## src/rtl/pfd_pkg.sv

```systemverilog
// Package: widths, register map, reset values and the control microprogram.
`default_nettype none

package pfd_pkg;

	localparam int FRAC_BITS_DEF = 16;

	localparam int GAIN_W  = 24;
	localparam int MEAS_W  = 16;
	localparam int LIMIT_W = 23;
	localparam int DRIVE_W = 23;
	localparam int MAXC_W  = 16;
	localparam int OFFS_W  = 16;
	localparam int CMP_W   = 17;
	localparam int ERR_W   = MEAS_W + 1;
	localparam int INTEG_W = 24;
	localparam int ACC_W   = 44;

	localparam int APB_DW  = 32;
	localparam int REG_CNT = 8;
	localparam int IDX_W   = $clog2(REG_CNT);
	localparam int PADDR_W = IDX_W + 2;

	localparam logic [IDX_W-1:0] REG_GAIN_PROP   = 3'd0;
	localparam logic [IDX_W-1:0] REG_GAIN_INTEG  = 3'd1;
	localparam logic [IDX_W-1:0] REG_GAIN_DERIV  = 3'd2;
	localparam logic [IDX_W-1:0] REG_TARGET      = 3'd3;
	localparam logic [IDX_W-1:0] REG_INTEG_LIMIT = 3'd4;
	localparam logic [IDX_W-1:0] REG_DRIVE_LIMIT = 3'd5;
	localparam logic [IDX_W-1:0] REG_MAX_COMPARE = 3'd6;
	localparam logic [IDX_W-1:0] REG_DUTY_OFFSET = 3'd7;

	localparam logic [GAIN_W-1:0]  RST_GAIN_PROP   = 24'd3277;
	localparam logic [GAIN_W-1:0]  RST_GAIN_INTEG  = 24'd33;
	localparam logic [GAIN_W-1:0]  RST_GAIN_DERIV  = 24'd3277;
	localparam logic [MEAS_W-1:0]  RST_TARGET      = 16'd0;
	localparam logic [LIMIT_W-1:0] RST_INTEG_LIMIT = 23'd5242880;
	localparam logic [DRIVE_W-1:0] RST_DRIVE_LIMIT = 23'd6553600;
	localparam logic [MAXC_W-1:0]  RST_MAX_COMPARE = 16'd65535;
	localparam logic [OFFS_W-1:0]  RST_DUTY_OFFSET = 16'd2056;

	localparam logic [CMP_W-1:0] COMPARE_MAX = 17'h1FFFF;

	typedef struct packed {
		logic [GAIN_W-1:0]  gain_prop;
		logic [GAIN_W-1:0]  gain_integ;
		logic [GAIN_W-1:0]  gain_deriv;
		logic [MEAS_W-1:0]  target_height;
		logic [LIMIT_W-1:0] integ_limit;
		logic [DRIVE_W-1:0] drive_limit;
		logic [MAXC_W-1:0]  max_compare;
		logic [OFFS_W-1:0]  duty_offset;
	} pfd_cfg_t;

	// multiplier operand select
	localparam logic [2:0] MUL_NONE  = 3'd0;
	localparam logic [2:0] MUL_INTEG = 3'd1;
	localparam logic [2:0] MUL_PROP  = 3'd2;
	localparam logic [2:0] MUL_DERIV = 3'd3;
	localparam logic [2:0] MUL_SCALE = 3'd4;
	localparam logic [2:0] MUL_RECIP = 3'd5;

	// accumulator operation
	localparam logic [2:0] ALU_NOP         = 3'd0;
	localparam logic [2:0] ALU_LOAD_INTEG  = 3'd1;
	localparam logic [2:0] ALU_CLAMP_INTEG = 3'd2;
	localparam logic [2:0] ALU_ACCUM       = 3'd3;
	localparam logic [2:0] ALU_DRIVE       = 3'd4;

	// sequencing
	localparam logic [1:0] SEQ_NEXT     = 2'd0;
	localparam logic [1:0] SEQ_WAIT_IN  = 2'd1;
	localparam logic [1:0] SEQ_WAIT_OUT = 2'd2;

	localparam int STEP_W = 4;
	localparam logic [STEP_W-1:0] STEP_IDLE    = 4'd0;
	localparam logic [STEP_W-1:0] STEP_MUL_I   = 4'd1;
	localparam logic [STEP_W-1:0] STEP_ADD_I   = 4'd2;
	localparam logic [STEP_W-1:0] STEP_CLAMP_I = 4'd3;
	localparam logic [STEP_W-1:0] STEP_ADD_P   = 4'd4;
	localparam logic [STEP_W-1:0] STEP_ADD_D   = 4'd5;
	localparam logic [STEP_W-1:0] STEP_DRIVE   = 4'd6;
	localparam logic [STEP_W-1:0] STEP_SCALE   = 4'd7;
	localparam logic [STEP_W-1:0] STEP_RECIP   = 4'd8;
	localparam logic [STEP_W-1:0] STEP_OUT     = 4'd9;

	typedef struct packed {
		logic [2:0]        mul_op;
		logic [2:0]        alu_op;
		logic              save_prev;
		logic              out_ld;
		logic [1:0]        seq;
		logic [STEP_W-1:0] target;
	} pfd_ctrl_t;

	typedef struct packed {
		logic in_valid;
		logic out_free;
	} pfd_cond_t;

	function automatic pfd_ctrl_t pfd_cw(input logic [2:0] mul_op, input logic [2:0] alu_op,
			input logic save_prev, input logic out_ld, input logic [1:0] seq,
			input logic [STEP_W-1:0] target);
		pfd_ctrl_t cw;
		cw.mul_op    = mul_op;
		cw.alu_op    = alu_op;
		cw.save_prev = save_prev;
		cw.out_ld    = out_ld;
		cw.seq       = seq;
		cw.target    = target;
		return cw;
	endfunction

	// Control store: one word per step.
	function automatic pfd_ctrl_t pfd_ucode(input logic [STEP_W-1:0] step);
		pfd_ctrl_t cw;
		case (step)
			STEP_IDLE:    cw = pfd_cw(MUL_NONE,  ALU_NOP,         1'b0, 1'b0, SEQ_WAIT_IN,  STEP_IDLE);
			STEP_MUL_I:   cw = pfd_cw(MUL_INTEG, ALU_NOP,         1'b0, 1'b0, SEQ_NEXT,     STEP_IDLE);
			STEP_ADD_I:   cw = pfd_cw(MUL_NONE,  ALU_LOAD_INTEG,  1'b0, 1'b0, SEQ_NEXT,     STEP_IDLE);
			STEP_CLAMP_I: cw = pfd_cw(MUL_PROP,  ALU_CLAMP_INTEG, 1'b0, 1'b0, SEQ_NEXT,     STEP_IDLE);
			STEP_ADD_P:   cw = pfd_cw(MUL_DERIV, ALU_ACCUM,       1'b0, 1'b0, SEQ_NEXT,     STEP_IDLE);
			STEP_ADD_D:   cw = pfd_cw(MUL_NONE,  ALU_ACCUM,       1'b1, 1'b0, SEQ_NEXT,     STEP_IDLE);
			STEP_DRIVE:   cw = pfd_cw(MUL_NONE,  ALU_DRIVE,       1'b0, 1'b0, SEQ_NEXT,     STEP_IDLE);
			STEP_SCALE:   cw = pfd_cw(MUL_SCALE, ALU_NOP,         1'b0, 1'b0, SEQ_NEXT,     STEP_IDLE);
			STEP_RECIP:   cw = pfd_cw(MUL_RECIP, ALU_NOP,         1'b0, 1'b0, SEQ_NEXT,     STEP_IDLE);
			STEP_OUT:     cw = pfd_cw(MUL_NONE,  ALU_NOP,         1'b0, 1'b1, SEQ_WAIT_OUT, STEP_IDLE);
			default:      cw = pfd_cw(MUL_NONE,  ALU_NOP,         1'b0, 1'b0, SEQ_WAIT_OUT, STEP_IDLE);
		endcase
		return cw;
	endfunction

endpackage

`default_nettype wire

```

## src/rtl/pfd_stream_if.sv

```systemverilog
// Stream interfaces: measurement beats in, duty result beats out.
`default_nettype none

interface pfd_sample_if;
	logic                       valid;
	logic                       ready;
	logic [pfd_pkg::MEAS_W-1:0] measured_height;

	modport source (output valid, output measured_height, input ready);
	modport sink (input valid, input measured_height, output ready);
endinterface

interface pfd_result_if;
	logic                        valid;
	logic                        ready;
	logic [pfd_pkg::CMP_W-1:0]   pwm_compare;
	logic [pfd_pkg::DRIVE_W-1:0] drive_level;

	modport source (output valid, output pwm_compare, output drive_level, input ready);
	modport sink (input valid, input pwm_compare, input drive_level, output ready);
endinterface

`default_nettype wire

```

## src/rtl/pfd_regs.sv

```systemverilog
// APB configuration register file.
`default_nettype none

module pfd_regs (
	input  logic                         clk,
	input  logic                         arst_n,
	input  logic                         psel,
	input  logic                         penable,
	input  logic                         pwrite,
	input  logic [pfd_pkg::PADDR_W-1:0]  paddr,
	input  logic [pfd_pkg::APB_DW-1:0]   pwdata,
	output logic [pfd_pkg::APB_DW-1:0]   prdata,
	output logic                         pready,
	output pfd_pkg::pfd_cfg_t            cfg
);
	import pfd_pkg::*;

	pfd_cfg_t         regs_q;
	logic [IDX_W-1:0] idx;
	logic             wr_en;

	assign idx    = paddr[PADDR_W-1:2];
	assign wr_en  = psel && penable && pwrite;
	assign pready = 1'b1;
	assign cfg    = regs_q;

	always_ff @(posedge clk or negedge arst_n) begin
		if (!arst_n) begin
			regs_q.gain_prop     <= RST_GAIN_PROP;
			regs_q.gain_integ    <= RST_GAIN_INTEG;
			regs_q.gain_deriv    <= RST_GAIN_DERIV;
			regs_q.target_height <= RST_TARGET;
			regs_q.integ_limit   <= RST_INTEG_LIMIT;
			regs_q.drive_limit   <= RST_DRIVE_LIMIT;
			regs_q.max_compare   <= RST_MAX_COMPARE;
			regs_q.duty_offset   <= RST_DUTY_OFFSET;
		end else if (wr_en) begin
			case (idx)
				REG_GAIN_PROP:   regs_q.gain_prop     <= pwdata[GAIN_W-1:0];
				REG_GAIN_INTEG:  regs_q.gain_integ    <= pwdata[GAIN_W-1:0];
				REG_GAIN_DERIV:  regs_q.gain_deriv    <= pwdata[GAIN_W-1:0];
				REG_TARGET:      regs_q.target_height <= pwdata[MEAS_W-1:0];
				REG_INTEG_LIMIT: regs_q.integ_limit   <= pwdata[LIMIT_W-1:0];
				REG_DRIVE_LIMIT: regs_q.drive_limit   <= pwdata[DRIVE_W-1:0];
				REG_MAX_COMPARE: regs_q.max_compare   <= pwdata[MAXC_W-1:0];
				REG_DUTY_OFFSET: regs_q.duty_offset   <= pwdata[OFFS_W-1:0];
				default: ;
			endcase
		end
	end

	always_comb begin
		case (idx)
			REG_GAIN_PROP:   prdata = APB_DW'(regs_q.gain_prop);
			REG_GAIN_INTEG:  prdata = APB_DW'(regs_q.gain_integ);
			REG_GAIN_DERIV:  prdata = APB_DW'(regs_q.gain_deriv);
			REG_TARGET:      prdata = APB_DW'(regs_q.target_height);
			REG_INTEG_LIMIT: prdata = APB_DW'(regs_q.integ_limit);
			REG_DRIVE_LIMIT: prdata = APB_DW'(regs_q.drive_limit);
			REG_MAX_COMPARE: prdata = APB_DW'(regs_q.max_compare);
			REG_DUTY_OFFSET: prdata = APB_DW'(regs_q.duty_offset);
			default:         prdata = '0;
		endcase
	end

endmodule

`default_nettype wire

```

## src/rtl/pfd_useq.sv

```systemverilog
// Microprogram sequencer: step counter, control store lookup, wait jumps.
`default_nettype none

module pfd_useq (
	input  logic               clk,
	input  logic               arst_n,
	input  pfd_pkg::pfd_cond_t cond,
	output pfd_pkg::pfd_ctrl_t cw
);
	import pfd_pkg::*;

	logic [STEP_W-1:0] pc_q;

	assign cw = pfd_ucode(pc_q);

	always_ff @(posedge clk or negedge arst_n) begin
		if (!arst_n) begin
			pc_q <= STEP_IDLE;
		end else begin
			case (cw.seq)
				SEQ_NEXT:     pc_q <= pc_q + 1'b1;
				SEQ_WAIT_IN:  if (cond.in_valid) pc_q <= pc_q + 1'b1;
				SEQ_WAIT_OUT: if (cond.out_free) pc_q <= cw.target;
				default:      pc_q <= STEP_IDLE;
			endcase
		end
	end

endmodule

`default_nettype wire

```

## src/rtl/pfd_dpath.sv

```systemverilog
// PID datapath: shared multiplier, 44-bit accumulator, clamps, output register.
`default_nettype none

module pfd_dpath #(
	parameter int FRAC_BITS = pfd_pkg::FRAC_BITS_DEF
) (
	input  logic                        clk,
	input  logic                        arst_n,
	input  pfd_pkg::pfd_cfg_t           cfg,
	input  pfd_pkg::pfd_ctrl_t          cw,
	input  logic                        in_acc,
	input  logic [pfd_pkg::MEAS_W-1:0]  meas,
	output logic                        out_free,
	output logic                        out_valid,
	input  logic                        out_ready,
	output logic [pfd_pkg::CMP_W-1:0]   pwm_compare,
	output logic [pfd_pkg::DRIVE_W-1:0] drive_level
);
	import pfd_pkg::*;

	// drive * max_compare >> FRAC_BITS, then /100 by reciprocal: y*RECIP >> K
	localparam int YW     = DRIVE_W + MAXC_W - FRAC_BITS;
	localparam int K      = YW + 7;
	localparam int RW     = K - 6;
	localparam int MUL_W  = (RW > GAIN_W) ? RW : GAIN_W;
	localparam int PROD_W = 2 * MUL_W;
	localparam int QW     = YW;
	localparam int SUM_W  = ((QW > OFFS_W) ? QW : OFFS_W) + 1;
	localparam logic [RW-1:0] RECIP = RW'(((64'd1 << K) + 64'd99) / 64'd100);

	logic signed [ERR_W-1:0]   err_q;
	logic signed [ERR_W-1:0]   prev_q;
	logic signed [INTEG_W-1:0] integ_q;
	logic signed [ACC_W-1:0]   acc_q;
	logic [PROD_W-1:0]         prod_q;
	logic                      neg_q;
	logic [DRIVE_W-1:0]        drive_q;
	logic                      out_valid_q;
	logic [CMP_W-1:0]          pwm_q;
	logic [DRIVE_W-1:0]        lvl_q;

	logic signed [ERR_W:0]     derr;
	logic [ERR_W-1:0]          err_neg;
	logic [ERR_W-2:0]          err_mag;
	logic [ERR_W:0]            derr_neg;
	logic [ERR_W-1:0]          derr_mag;
	logic [MUL_W-1:0]          mul_a;
	logic [MUL_W-1:0]          mul_b;
	logic                      mul_en;
	logic                      sign_en;
	logic                      sign_nxt;
	logic signed [ACC_W-1:0]   term;
	logic signed [ACC_W-1:0]   sprod;
	logic signed [ACC_W-1:0]   base;
	logic signed [ACC_W-1:0]   acc_add;
	logic signed [ACC_W-1:0]   lim_p;
	logic signed [ACC_W-1:0]   lim_n;
	logic signed [ACC_W-1:0]   integ_clamp;
	logic [ACC_W-1:0]          acc_neg;
	logic [ACC_W-1:0]          acc_mag;
	logic [DRIVE_W-1:0]        drive_nxt;
	logic [QW-1:0]             quot;
	logic [SUM_W-1:0]          cmp_sum;
	logic [CMP_W-1:0]          cmp_sat;
	logic                      out_ld;

	assign derr     = {err_q[ERR_W-1], err_q} - {prev_q[ERR_W-1], prev_q};
	assign err_neg  = -err_q;
	assign err_mag  = err_q[ERR_W-1] ? err_neg[ERR_W-2:0] : err_q[ERR_W-2:0];
	assign derr_neg = -derr;
	assign derr_mag = derr[ERR_W] ? derr_neg[ERR_W-1:0] : derr[ERR_W-1:0];

	always_comb begin
		mul_a    = '0;
		mul_b    = '0;
		mul_en   = 1'b1;
		sign_en  = 1'b0;
		sign_nxt = 1'b0;
		case (cw.mul_op)
			MUL_INTEG: begin
				mul_a    = MUL_W'(err_mag);
				mul_b    = MUL_W'(cfg.gain_integ);
				sign_en  = 1'b1;
				sign_nxt = err_q[ERR_W-1];
			end
			MUL_PROP: begin
				mul_a    = MUL_W'(err_mag);
				mul_b    = MUL_W'(cfg.gain_prop);
				sign_en  = 1'b1;
				sign_nxt = err_q[ERR_W-1];
			end
			MUL_DERIV: begin
				mul_a    = MUL_W'(derr_mag);
				mul_b    = MUL_W'(cfg.gain_deriv);
				sign_en  = 1'b1;
				sign_nxt = derr[ERR_W];
			end
			MUL_SCALE: begin
				mul_a = MUL_W'(drive_q);
				mul_b = MUL_W'(cfg.max_compare);
			end
			MUL_RECIP: begin
				mul_a = MUL_W'(prod_q >> FRAC_BITS);
				mul_b = MUL_W'(RECIP);
			end
			default: mul_en = 1'b0;
		endcase
	end

	// signed product of the last term; products stay below 2^43
	assign term    = {1'b0, prod_q[ACC_W-2:0]};
	assign sprod   = neg_q ? -term : term;
	assign base    = (cw.alu_op == ALU_LOAD_INTEG) ? ACC_W'(integ_q) : acc_q;
	assign acc_add = base + sprod;

	assign lim_p       = $signed(ACC_W'(cfg.integ_limit));
	assign lim_n       = -lim_p;
	assign integ_clamp = (acc_q > lim_p) ? lim_p : ((acc_q < lim_n) ? lim_n : acc_q);

	assign acc_neg   = -acc_q;
	assign acc_mag   = acc_q[ACC_W-1] ? acc_neg : acc_q;
	assign drive_nxt = (acc_mag > ACC_W'(cfg.drive_limit)) ? cfg.drive_limit
	                                                      : acc_mag[DRIVE_W-1:0];

	assign quot    = QW'(prod_q >> K);
	assign cmp_sum = SUM_W'(quot) + SUM_W'(cfg.duty_offset);
	assign cmp_sat = (cmp_sum > SUM_W'(COMPARE_MAX)) ? COMPARE_MAX : cmp_sum[CMP_W-1:0];

	assign out_free = !out_valid_q || out_ready;
	assign out_ld   = cw.out_ld && out_free;

	always_ff @(posedge clk) begin
		if (in_acc) begin
			err_q <= $signed({1'b0, cfg.target_height}) - $signed({1'b0, meas});
		end
		if (mul_en) begin
			prod_q <= mul_a * mul_b;
		end
		if (sign_en) begin
			neg_q <= sign_nxt;
		end
		case (cw.alu_op)
			ALU_LOAD_INTEG:  acc_q   <= acc_add;
			ALU_CLAMP_INTEG: acc_q   <= integ_clamp;
			ALU_ACCUM:       acc_q   <= acc_add;
			ALU_DRIVE:       drive_q <= drive_nxt;
			default: ;
		endcase
		if (out_ld) begin
			pwm_q <= cmp_sat;
			lvl_q <= drive_q;
		end
	end

	always_ff @(posedge clk or negedge arst_n) begin
		if (!arst_n) begin
			integ_q     <= '0;
			prev_q      <= '0;
			out_valid_q <= 1'b0;
		end else begin
			if (cw.alu_op == ALU_CLAMP_INTEG) begin
				integ_q <= INTEG_W'(integ_clamp);
			end
			if (cw.save_prev) begin
				prev_q <= err_q;
			end
			if (out_ld) begin
				out_valid_q <= 1'b1;
			end else if (out_ready) begin
				out_valid_q <= 1'b0;
			end
		end
	end

	assign out_valid   = out_valid_q;
	assign pwm_compare = pwm_q;
	assign drive_level = lvl_q;

endmodule

`default_nettype wire

```

## src/rtl/pid_fan_duty_controller.sv

```systemverilog
// Result beat goes valid when step 9 loads the output register after a measurement beat.
// Throughput: one measurement per pass of the ten-step control program, set by
//   the single shared multiplier; a stalled result only holds step 9.
// A finished result sits in its output register while the next beat is taken.
// Reset: arst_n clears registers to their defaults, integrator and previous error
//   to zero, and parks the sequencer on its idle step; no clearing pass.
`default_nettype none

module pid_fan_duty_controller #(
	parameter int FRAC_BITS = pfd_pkg::FRAC_BITS_DEF
) (
	input  logic                         clk,
	input  logic                         arst_n,
	input  logic                         psel,
	input  logic                         penable,
	input  logic                         pwrite,
	input  logic [pfd_pkg::PADDR_W-1:0]  paddr,
	input  logic [pfd_pkg::APB_DW-1:0]   pwdata,
	output logic [pfd_pkg::APB_DW-1:0]   prdata,
	output logic                         pready,
	pfd_sample_if.sink                   sample,
	pfd_result_if.source                 result
);
	import pfd_pkg::*;

	pfd_cfg_t  cfg;
	pfd_ctrl_t cw;
	pfd_cond_t cond;
	logic      in_acc;
	logic      out_free;

	// Config registers. Writes are only expected between ticks, so the
	// datapath reads them live without shadowing.
	pfd_regs u_regs (
		.clk     (clk),
		.arst_n  (arst_n),
		.psel    (psel),
		.penable (penable),
		.pwrite  (pwrite),
		.paddr   (paddr),
		.pwdata  (pwdata),
		.prdata  (prdata),
		.pready  (pready),
		.cfg     (cfg)
	);

	// A measurement beat is only taken on the idle step; the same edge
	// latches the error (set point minus measurement) into the datapath.
	assign sample.ready  = (cw.seq == SEQ_WAIT_IN);
	assign in_acc        = sample.valid && sample.ready;
	assign cond.in_valid = sample.valid;
	assign cond.out_free = out_free;

	// Program, one step each:
	//   1 integral product   2 integral add     3 integral clamp, P product
	//   4 add P, D product   5 add D, save err  6 magnitude and drive clamp
	//   7 drive * max_compare                   8 /100 by reciprocal
	//   9 offset, saturate, load output register (waits while it is full)
	pfd_useq u_useq (
		.clk    (clk),
		.arst_n (arst_n),
		.cond   (cond),
		.cw     (cw)
	);

	pfd_dpath #(
		.FRAC_BITS (FRAC_BITS)
	) u_dpath (
		.clk         (clk),
		.arst_n      (arst_n),
		.cfg         (cfg),
		.cw          (cw),
		.in_acc      (in_acc),
		.meas        (sample.measured_height),
		.out_free    (out_free),
		.out_valid   (result.valid),
		.out_ready   (result.ready),
		.pwm_compare (result.pwm_compare),
		.drive_level (result.drive_level)
	);

endmodule

`default_nettype wire

```

## src/flat_wrapper.sv

```systemverilog
// flat-port wrapper written by rule: the top's interface ports become plain ports
module pid_fan_duty_controller_flat import pfd_pkg::*;
#(
	parameter int FRAC_BITS = pfd_pkg::FRAC_BITS_DEF
)
  (clk, arst_n, psel, penable, pwrite, paddr, pwdata, prdata, pready, sample_valid, sample_measured_height, sample_ready, result_valid, result_pwm_compare, result_drive_level, result_ready);
  pfd_sample_if sample_i ();
  pfd_result_if result_i ();
  input  logic clk;
  input  logic arst_n;
  input  logic psel;
  input  logic penable;
  input  logic pwrite;
  input  logic [pfd_pkg::PADDR_W-1:0] paddr;
  input  logic [pfd_pkg::APB_DW-1:0] pwdata;
  output logic [pfd_pkg::APB_DW-1:0] prdata;
  output logic pready;
  input wire logic [$bits(sample_i.valid)-1:0] sample_valid;
  input wire logic [$bits(sample_i.measured_height)-1:0] sample_measured_height;
  output wire logic [$bits(sample_i.ready)-1:0] sample_ready;
  output wire logic [$bits(result_i.valid)-1:0] result_valid;
  output wire logic [$bits(result_i.pwm_compare)-1:0] result_pwm_compare;
  output wire logic [$bits(result_i.drive_level)-1:0] result_drive_level;
  input wire logic [$bits(result_i.ready)-1:0] result_ready;
  assign sample_i.valid = sample_valid;
  assign sample_i.measured_height = sample_measured_height;
  assign sample_ready = sample_i.ready;
  assign result_valid = result_i.valid;
  assign result_pwm_compare = result_i.pwm_compare;
  assign result_drive_level = result_i.drive_level;
  assign result_i.ready = result_ready;
  pid_fan_duty_controller #(.FRAC_BITS(FRAC_BITS)) u_core (.clk(clk), .arst_n(arst_n), .psel(psel), .penable(penable), .pwrite(pwrite), .paddr(paddr), .pwdata(pwdata), .prdata(prdata), .pready(pready), .sample(sample_i), .result(result_i));
endmodule
```

## config.mk

```make
export PLATFORM = sky130hd
export DESIGN_NAME = pid_fan_duty_controller_flat
export DESIGN_NICKNAME = d
export VERILOG_FILES = /design/src/rtl/pfd_pkg.sv /design/src/rtl/pfd_stream_if.sv /design/src/rtl/pfd_regs.sv /design/src/rtl/pfd_useq.sv /design/src/rtl/pfd_dpath.sv /design/src/rtl/pid_fan_duty_controller.sv /design/src/flat_wrapper.sv
export SDC_FILE = /design/constraint.sdc
export NUM_CORES = 2
export LEC_CHECK = 0
export BUFFER_PORTS_ARGS = -buffer_cell sky130_fd_sc_hd__buf_2
export CELL_PAD_IN_SITES_DETAIL_PLACEMENT = 1
export CELL_PAD_IN_SITES_GLOBAL_PLACEMENT = 2
export CORE_ASPECT_RATIO = 1.5
export CORE_MARGIN = 2
export CORE_UTILIZATION = 30
export DETAILED_ROUTE_END_ITERATION = 10
export PLACE_DENSITY = 0.73
export SLEW_MARGIN = 0
export SYNTH_ARGS = -nofsm -noshare
export SYNTH_HDL_FRONTEND = slang
export SYNTH_HIERARCHICAL = 1
export SYNTH_SLANG_ARGS = --single-unit
```

## constraint.sdc

```tcl
create_clock -name clk -period 16.15 [get_ports clk]
set_input_delay 1.615 -clock clk [delete_from_list [all_inputs] [get_ports clk]]
set_output_delay 1.615 -clock clk [all_outputs]
set_load 0.02 [all_outputs]
```

==> flow_summary_export.csv <==
group,metric,value,unit
outcome,status,"complete, no violations",
global_route,grt_use_met2,0.407,
worst_setup_path,critical_path.max_stage_delay,0.95,ns
global_route,grt_first_pass_wirelength,266000,um
global_route,grt_pass1_vias,40500,
cells_and_area,final_cell_mix,"inv_1, nand2_1, fa_1",
worst_setup_path,crit_path_end_kind,"flop",
cells_and_area,syn_to_final_growth,10.1,%
worst_setup_path,cpMaxStageDelayCell,"mux2i_1",
timing,min_period,12.89,ns
clock_network,clk_pin_slew,0.06,ns
cells_and_area,fillerInstances,18000,
detailed_routing,drtAntennaViolNets,0,
die,fp.dieArea,0.159,mm^2
detailed_routing,route.vias.total,37400,
timing,finalSetupViolCount,0,
clock_network,postCtsSetupRepairBufs,0,
detailed_routing,finalWirelength,180000,um
clock_network,cts.sinks,385,
die,die_w,326,um
detailed_routing,drc,0,
yosys,syn-instance-count,5059,
worst_setup_path,crit_type,"reg2reg",
clock_network,ctsHtreeMaxLevel,2,
clock_network,worstSkewPairLatency,0.63,ns
global_route,use_met1,0.249,
global_route,antenna_found_initial,10,
timing,period_share,0.798,
die,rows,177,
global_route,gr-usage-all-layers,0.225,
detailed_routing,viasPerCell,5.19,
job,maxCapViolCount,0,
clock_network,clock_tree.root_cell,"clkbuf_16",
clock_network,cts_buffer_depth,3,
placed_design,hpwlAfterDp,145000,um
yosys,synth_area_per_cell,9.21,um^2
global_route,met3_usage,0.0237,
timing,tightest_slew,1.36,ns
timing,max_freq,77.6,MHz
placed_design,port_buffers,115,
min_path,hold_path.class,"reg2reg",
clock_network,cts_tree,"built",
timing,rsz0062_at_grt,"false",
timing,setup_tns,0,ns
detailed_routing,wl_per_cell,25.0,um
cells_and_area,mostFrequentLayoutCell,"inv_1",
die,initial_utilization,0.301,
timing,slew_viol_final,0,
detailed_routing,drtIter0Drc,1955,
timing,clock_skew,0.0305,ns
global_route,grt_overflow,0,
worst_setup_path,crit_top_cell,"fa_1",
yosys,yosys_warnings,6,
worst_setup_path,cp.required,16.52,ns
worst_setup_path,start_kind,"flop",
die,fp.coreArea,0.155,mm^2
die,ioPinCount,135,
detailed_routing,drt_first_pass_iters,5,
worst_setup_path,crit_path_max_fanout,11,
global_route,top_usage_layer,"met2",
timing,relSlewSlack,0.0933,
die,die_h,487,um
placed_design,place_congestion,0.928,
cells_and_area,layout.nets,6020,
global_route,grt_max_degree,109,
yosys,syn_area,0.0466,mm^2
cells_and_area,layout-drive-gt1-share,0.117,
clock_network,cts_buffers,44,
worst_setup_path,critical_path_arrival,13.27,ns
clock_network,postCtsResizedCells,0,
timing,finalHoldViolCount,0,
clock_network,cts.hold.buffers_added,0,
[per-layer routing]
layer	vias to the layer above	share of wire
li1	16900	-
met2	785	0.51
met1	19300	0.38
met5	-	0.00028
met4	8	0.078
met3	355	0.034
[cell type report]
cell class                 instances  area [um^2]  share of cell area
multi-input combinational       3686        32400               0.633
sequential                       385        10500               0.206
inverter                         789         2960              0.0577
tap                             2058         2570              0.0502
clock buffer                      60         1260              0.0246
timing repair buffer             200         1240              0.0242
clock inverter                    22          246             0.00481
antenna                            1         2.50           0.0000488
[registers in the layout (all words and copies together) (netlist names)]
signal / cells
u_core/u_dpath/pwm_compare: 17
u_core/u_useq/pc_q: 4
u_core/u_dpath/drive_level: 23
u_core/u_regs/cfg: 166
u_core/u_dpath/integ_q: 24
u_core/u_dpath/out_valid: 1
u_core/u_dpath/neg_q: 1
u_core/u_dpath/prev_q: 17
u_core/u_dpath/drive_q: 23
u_core/u_dpath/acc_q: 44
u_core/u_dpath/err_q: 17
u_core/u_dpath/prod_q: 48
[final timing paths]
path | startpoint | to | slack (ns) | depth (start not counted)
worst max-delay path | u_core/u_dpath/err_q[0]$_DFFE_PP_ | u_core/u_dpath/prod_q[47]$_DFFE_PP_ | 3.26 | 34
worst min-delay path | u_core/u_dpath/integ_q[23]$_DFFE_PN0N_ | u_core/u_dpath/integ_q[23]$_DFFE_PN0N_ | 0.48 | 2
worst max register to register | u_core/u_dpath/err_q[0]$_DFFE_PP_ | u_core/u_dpath/prod_q[47]$_DFFE_PP_ | 3.26 | 34
worst min register to register | u_core/u_dpath/integ_q[23]$_DFFE_PN0N_ | u_core/u_dpath/integ_q[23]$_DFFE_PN0N_ | 0.48 | 2
max in group asynchronous | arst_n | u_core/u_dpath/integ_q[21]$_DFFE_PN0N_ | 13.59 | 2
min in group asynchronous | arst_n | u_core/u_regs/cfg[160]$_DFFE_PN0P_ | 1.05 | 1
[critical path: cells and delay by family, from the launching register on]
family / cells / cell delay, ns
simple gates: 8 / 3.11
compound gates: 8 / 2.80
mux: 1 / 0.95
xor+xnor: 2 / 0.32
fa+ha+maj: 10 / 4.68
flops: 1 / 0.46
buf+inv: 5 / 0.29
[through the flow]
step	instances	instance area, um^2	utilization	worst slack [ns]	hold slack [ns]
floorplan	5099	46700	-	6.27	0.422
global placement	7118	49800	0.322	3.29	0.455
detailed placement	7118	49800	0.322	3.22	0.465
CTS	7200	51300	0.332	3.16	0.483
global route	7201	51300	0.332	2.47	0.510
finish	7201	51300	0.332	3.26	0.482
Power is not shown: default switching activity piles up to over one toggle a cycle in this logic, so the estimate is an artifact.
